--- config.mk ---
export PLATFORM = sky130hd
export DESIGN_NAME = bbpe_mul
export DESIGN_NICKNAME = d
export VERILOG_FILES = /design/src/rtl/bbpe_pkg.sv /design/src/rtl/bbpe_mul.sv
export SDC_FILE = /design/constraint.sdc
export NUM_CORES = 2
export LEC_CHECK = 0
export BUFFER_PORTS_ARGS = -buffer_cell sky130_fd_sc_hd__clkbuf_2
export CAP_MARGIN = 40
export CORE_UTILIZATION = 52
export CTS_CLUSTER_DIAMETER = 40
export DETAILED_ROUTE_END_ITERATION = 16
export PLACE_DENSITY_LB_ADDON = 0.25
export SYNTH_ARGS = -nofsm -noshare
export SYNTH_HDL_FRONTEND = slang
export SYNTH_SLANG_ARGS = --single-unit
--- constraint.sdc ---
create_clock -name clk -period 7.7 [get_ports clk]
set_input_delay 0.385 -clock clk [delete_from_list [all_inputs] [get_ports clk]]
set_output_delay 0.385 -clock clk [all_outputs]
set_load 0.02 [all_outputs]
--- src/rtl/bbpe_pkg.sv ---
// Shared types, widths and a helper function of the bicubic Bezier patch evaluator.
package bbpe_pkg;

	// Field widths of the request and response.
	localparam int PATCHES_DEF = 32;
	localparam int COORD_BITS  = 16;
	localparam int PATCH_IDX_W = 5;
	localparam int POINT_IDX_W = 4;
	localparam int PARAM_W     = 16;

	// Control points per patch, row * 4 + column.
	localparam int PTS_PER_PATCH = 16;

	// Datapath widths. A Bernstein weight is Q1.16 and may reach exactly one.
	localparam int WGT_W      = PARAM_W + 1;
	localparam int SQ_W       = 2 * PARAM_W + 1;
	localparam int FRAC_SHIFT = 2 * PARAM_W;
	localparam int ROW_W      = COORD_BITS + WGT_W;
	localparam int A_W        = (ROW_W > SQ_W + 1) ? ROW_W : SQ_W + 1;
	localparam int B_W        = PARAM_W + 3;
	localparam int P_W        = A_W + B_W;
	localparam int TOT_W      = COORD_BITS + FRAC_SHIFT + 2;
	localparam int SH_W       = TOT_W - FRAC_SHIFT;

	// Saturation bounds at the width of the shifted total.
	localparam logic signed [SH_W-1:0] SAT_HI = {3'b000, {(COORD_BITS - 1){1'b1}}};
	localparam logic signed [SH_W-1:0] SAT_LO = {3'b111, {(COORD_BITS - 1){1'b0}}};

	// Request function codes.
	localparam logic FUNC_LOAD = 1'b0;
	localparam logic FUNC_EVAL = 1'b1;

	typedef struct packed {
		logic                         func;
		logic [PATCH_IDX_W-1:0]       patch_index;
		logic [POINT_IDX_W-1:0]       point_index;
		logic signed [COORD_BITS-1:0] point_x;
		logic signed [COORD_BITS-1:0] point_y;
		logic signed [COORD_BITS-1:0] point_z;
		logic [PARAM_W-1:0]           u_param;
		logic [PARAM_W-1:0]           v_param;
	} req_t;

	typedef struct packed {
		logic [PATCH_IDX_W-1:0]       patch_out;
		logic signed [COORD_BITS-1:0] surf_x;
		logic signed [COORD_BITS-1:0] surf_y;
		logic signed [COORD_BITS-1:0] surf_z;
	} rsp_t;

	// Floor the Q9.40 total to eight fraction bits and clamp it to the Q7.8 coordinate range.
	function automatic logic signed [COORD_BITS-1:0] sat_coord(
		input logic signed [TOT_W-1:0] x
	);
		logic signed [SH_W-1:0] sh;
		sh = x[TOT_W-1:FRAC_SHIFT];
		if (sh > SAT_HI) begin
			return SAT_HI[COORD_BITS-1:0];
		end else if (sh < SAT_LO) begin
			return SAT_LO[COORD_BITS-1:0];
		end
		return sh[COORD_BITS-1:0];
	endfunction

endpackage

--- src/rtl/bbpe_mul.sv ---
// Shared signed multiplier with a registered product.
module bbpe_mul import bbpe_pkg::*; (
	input  logic                  clk,
	input  logic signed [A_W-1:0] a,
	input  logic signed [B_W-1:0] b,
	output logic signed [P_W-1:0] p
);

	// One product per cycle, available the cycle after its operands.
	always_ff @(posedge clk) begin
		p <= a * b;
	end

endmodule

# Yosys cells after proc, flatten, opt, wreduce, memory -nomap -nowiden
# Cells that the tools add are included.
[op_classes] n_mul=1
[op_table] op="multiplier 34 x 19 -> 53 bit" count=1
[word_totals] ff_bits=53 word_cells=2 output_inout_bits=53 in_bits=54

# Longest topological paths before layout
[depth] ltp_word=1 mapped_depth=26 mapped_depth_nobuf=24

# Worst setup path after synthesis
# OpenSTA, ideal clock, no wires.
[synth_timing] path_kind="input -> register" from="in a[33]" to="reg p[52]" path_stages=24 t_arrival_ps=6711 slack_ps=846 path_buffers=3 setup_time_ps=143 cell_sequence="clkbuf_1 > clkbuf_1 > nand2_1 > fa_1 > inv_1 > fa_1 > inv_1 > fa_1 > fa_1 > inv_1 > fa_1 > inv_1 > fa_1 > inv_1 > ha_1 > ha_1 > clkbuf_1 > a21o_1 > a221o_1 > a21oi_1 > o211ai_1 > and3_1 > a2111oi_0 > o211ai_1"
[synth_via] elab_chain_len=1
[synth_lines] item="from (decl)" line_no="bbpe_mul.sv:4" text="input logic signed [A_W-1:0] a,"
[synth_lines] item="multiplier 34 x 19 -> 53 bit" line_no="bbpe_mul.sv:11" text="p <= a * b;"
[synth_lines] item="to (signal assigned)" line_no="bbpe_mul.sv:11"
[synth_lines] item="to (decl)" line_no="bbpe_mul.sv:6" text="output logic signed [P_W-1:0] p"
# Every way passes these cells.

# Final worst setup path
[layout_timing] from="in b[1]" to="reg p[52]"
[layout_via] elab_chain_len=1
[layout_lines] item="from (decl)" line_no="bbpe_mul.sv:5" text="input logic signed [B_W-1:0] b,"
[layout_lines] item="multiplier 34 x 19 -> 53 bit" line_no="bbpe_mul.sv:11"
# Every way passes these cells.

==> impl_summary.md <==
STA
The clock period could shrink to between 7 and 8 ns. The number of hold violations in the final report is 0. Setup repair after global routing left no endpoint under its margin. For the pin with the worst max-slew slack, the measured transition is 0.748 ns. Derived from the worst setup path, the maximum achievable clock frequency is approximately 140 MHz. The worst path uses between 90% and 100% of the clock period. Setup violations remaining at the end of the flow were counted as 0. For the final routed database, the setup TNS stands at 0 ns. Measured against its own limit, the worst slew margin works out to approximately half. The final max-slew violation count is 0.

Detailed routing
The number of vias per cell after detailed routing is 5.27. The routed layout has roughly 16000 vias. The iteration-0 DRC count of the detailed router is ~1000. For this block, the routed nets add up to 57.5 mm of wire. The post-route antenna net violation count is 0. The number of detailed-routing iterations run before antenna repair is 6.

For this run, design rule violations remaining after detail routing come to 0. After detailed routing, the average wire length per cell comes to between 15 and 20 µm.

Global route
The via count of the first global-routing pass came to roughly 18000. Entering global routing, the biggest net connects 35 pins. The global routing usage summed across all routing layers is about 28%. The residual overflow from global routing is 0.

The initial antenna violation count was 1. The wire length of the first global-routing pass is between 90 and 100 mm.

Clock tree
The count of hold-fix buffers inserted at cts is 0. The cell sitting at the root of the clock tree is a clkbuf_16. In this run, post-CTS repair resized a total of 0 instances. TritonCTS created 5 clock buffers. TritonCTS built the clock tree. After clock tree synthesis, the setup repair step added 0 buffers. CTS built an H-tree with a depth of 2. The maximum clock path buffer count is 2. The clock slew seen by the registers of the worst setup and hold paths is around 0.070 ns. Counting every sink on the clock net gives 53.

Floorplan
The initial core utilization is between 50 and 60%. The total core area is ~44000 µm². In this run the count of I/O pins placed on the die edge is about 110.

In this run the horizontal extent of the chip is ~210 µm. From bottom edge to top edge, the die measures ~210 µm. The floorplan step defined a die boundary enclosing roughly 46000 µm².

In this run the core area contains between 70 and 80 standard-cell rows.

Cells and area
The number of antenna cells inserted is 0. The most common library cell in the layout ignoring fill and taps is fa_1. The register with the most flip-flops in the final layout is p.

The largest registers in the layout are p x53. The number of nets in the layout is ~3300. The number of filler cells placed in the layout is between 3000 and 4000. The proportion of layout cells with a drive suffix above 1 is roughly 7.1%. In the layout the commonest cells are 624 x fa_1, 598 x inv_1, 346 x nand2_1. Summing all multi-input logic gate instances after layout gives 19500 µm². The number of flip-flops under the largest register name is 53.

Across the whole layout, storage elements account for 1060 µm². The area growth from synthesis to layout is 6.05%.

Min path
The worst min-delay path category is input port to register. Counting instances, the worst hold path has a depth of 2.

Run status
The flow ran to the end, and the final reports show no timing, DRC or antenna violations.

Yosys
Averaged over all synthesized cells, the footprint is between 9 and 10 µm². The sequential cell area fraction in the yosys report is 4.57%. The gate count after technology mapping is between 2000 and 2500. The count of unique library cells instantiated by Yosys is 60. Of the post-synthesis cell area, the dominant cell type holds 53.8%. Synthesis produced a netlist with a net count of approximately 3300. In this run, synthesis inferred 0 flip-flops with an integrated enable. By area the synthesized netlist is led by fa_1 54%, inv_1 9.7%, and2_1 8.1%. The post-synthesis sequential element count is 53.

The cell area after technology mapping is between 20000 and 25000 µm². The number of warning messages in the yosys log is 0. The top flip-flop cell by instance count after synthesis is dfxtp_1.

Summed over all instances, the cell type with the most area after synthesis is fa_1. Counting flops with an async set or reset pin after synthesis yields a share of 0%.

Place
At the end of routability-driven placement, the weighted congestion stood at around 0.9. The count of buffers from port buffering is 106. The wire-length estimate of the detail-placed layout is slightly below 50 mm.

Critical path
The startpoint class of the critical path is an input port. The endpoint class of the critical path is a register. The worst setup path is of the input port to register kind. STA puts the critical path data arrival time at roughly 7.2 ns. The required arrival time at the worst endpoint is 7.89 ns. The critical-path maximum fanout is 34.

Run
The tool flagged a number of max-cap violations equal to 0.
-- cells by family after synthesis --
family                   synth area share [%]
multiplexers                           0.0916
flip-flops                               4.57
adder cells (fa/ha/maj)                  61.5
AO/OA/AOI/OAI                            4.11
XOR/XNOR                                 2.07
AND/OR/NAND/NOR                          16.3
buffers and inverters                    11.4
-- cells in the mapped netlist, drive strengths merged, types with 2 or more instances --
cell	count
fa	624
inv	598
nand2	346
and2	299
ha	143
clkbuf	105
a21oi	53
dfxtp	53
xnor2	40
nor2b	33
nor2	24
o21ai	20
xor2	15
nand2b	11
a21o	10
nand3	10
o21bai	10
nor3	8
and3	7
o21a	6
a31o	5
nand4	5
o211ai	4
o31ai	4
a31oi	3
o311ai	3
a211oi	2
a41oi	2
o221ai	2
o41ai	2
or2	2
-- path summary, 6_finish.rpt --
| kind | start | endpoint |
|---|---|---|
| max | b[1] | p[52]$_DFF_P_ |
| min | b[0] | p[0]$_DFF_P_ |
-- cell type report --
class / count / area share (%)
multi-input cells: 1710 / 79.3
inverters: 598 / 9.11
flip-flops and latches: 53 / 4.31
repair buffers: 154 / 3.62
well taps: 592 / 3.01
clock buffers: 6 / 0.523
clock inverters: 2 / 0.157
-- metrics by stage --
stage | utilization (%) | area [µm²] | hold slack (ns) | std cells | setup slack, ns
2_1_floorplan | - | 23200 | 0.507 | 2466 | 0.846
3_3_place_gp | 55.4 | 24500 | 0.800 | 3107 | 0.406
3_5_place_dp | 55.4 | 24500 | 0.799 | 3107 | 0.299
4_1_cts | 55.8 | 24600 | 0.540 | 3115 | 0.609
5_1_grt | 55.8 | 24600 | 0.576 | 3115 | 0.146
6_report | 55.8 | 24600 | 0.574 | 3115 | 0.656
-- worst max-delay path: stages --
cell       delay, ns
clkbuf_2        0.35
nand2_1         0.23
inv_1           0.11
fa_1            0.59
inv_1           0.13
fa_1            0.52
fa_1            0.70
inv_1           0.25
fa_1            0.56
inv_1           0.05
fa_1            0.52
inv_1           0.05
fa_1            0.45
ha_1            0.29
ha_1            0.34
a21oi_1         0.18
o21ai_0         0.14
a221o_1         0.33
a21oi_1         0.19
o211ai_1        0.15
and3_1          0.20
a2111oi_0       0.36
o211ai_1        0.15
-- per-layer routing --
metal | global-route usage [%] | wire [µm] | up-vias
met5 | 0 | 0 | -
met2 | 45.5 | 28300 | 567
li1 | - | - | 7211
met3 | 4.00 | 3750 | 99
met4 | 8.72 | 1740 | 0
met1 | 37.6 | 23800 | 8527
Power is left out: the tool's default activity adds up to more than one toggle a clock period on the data nets, which glitch-free logic cannot reach.
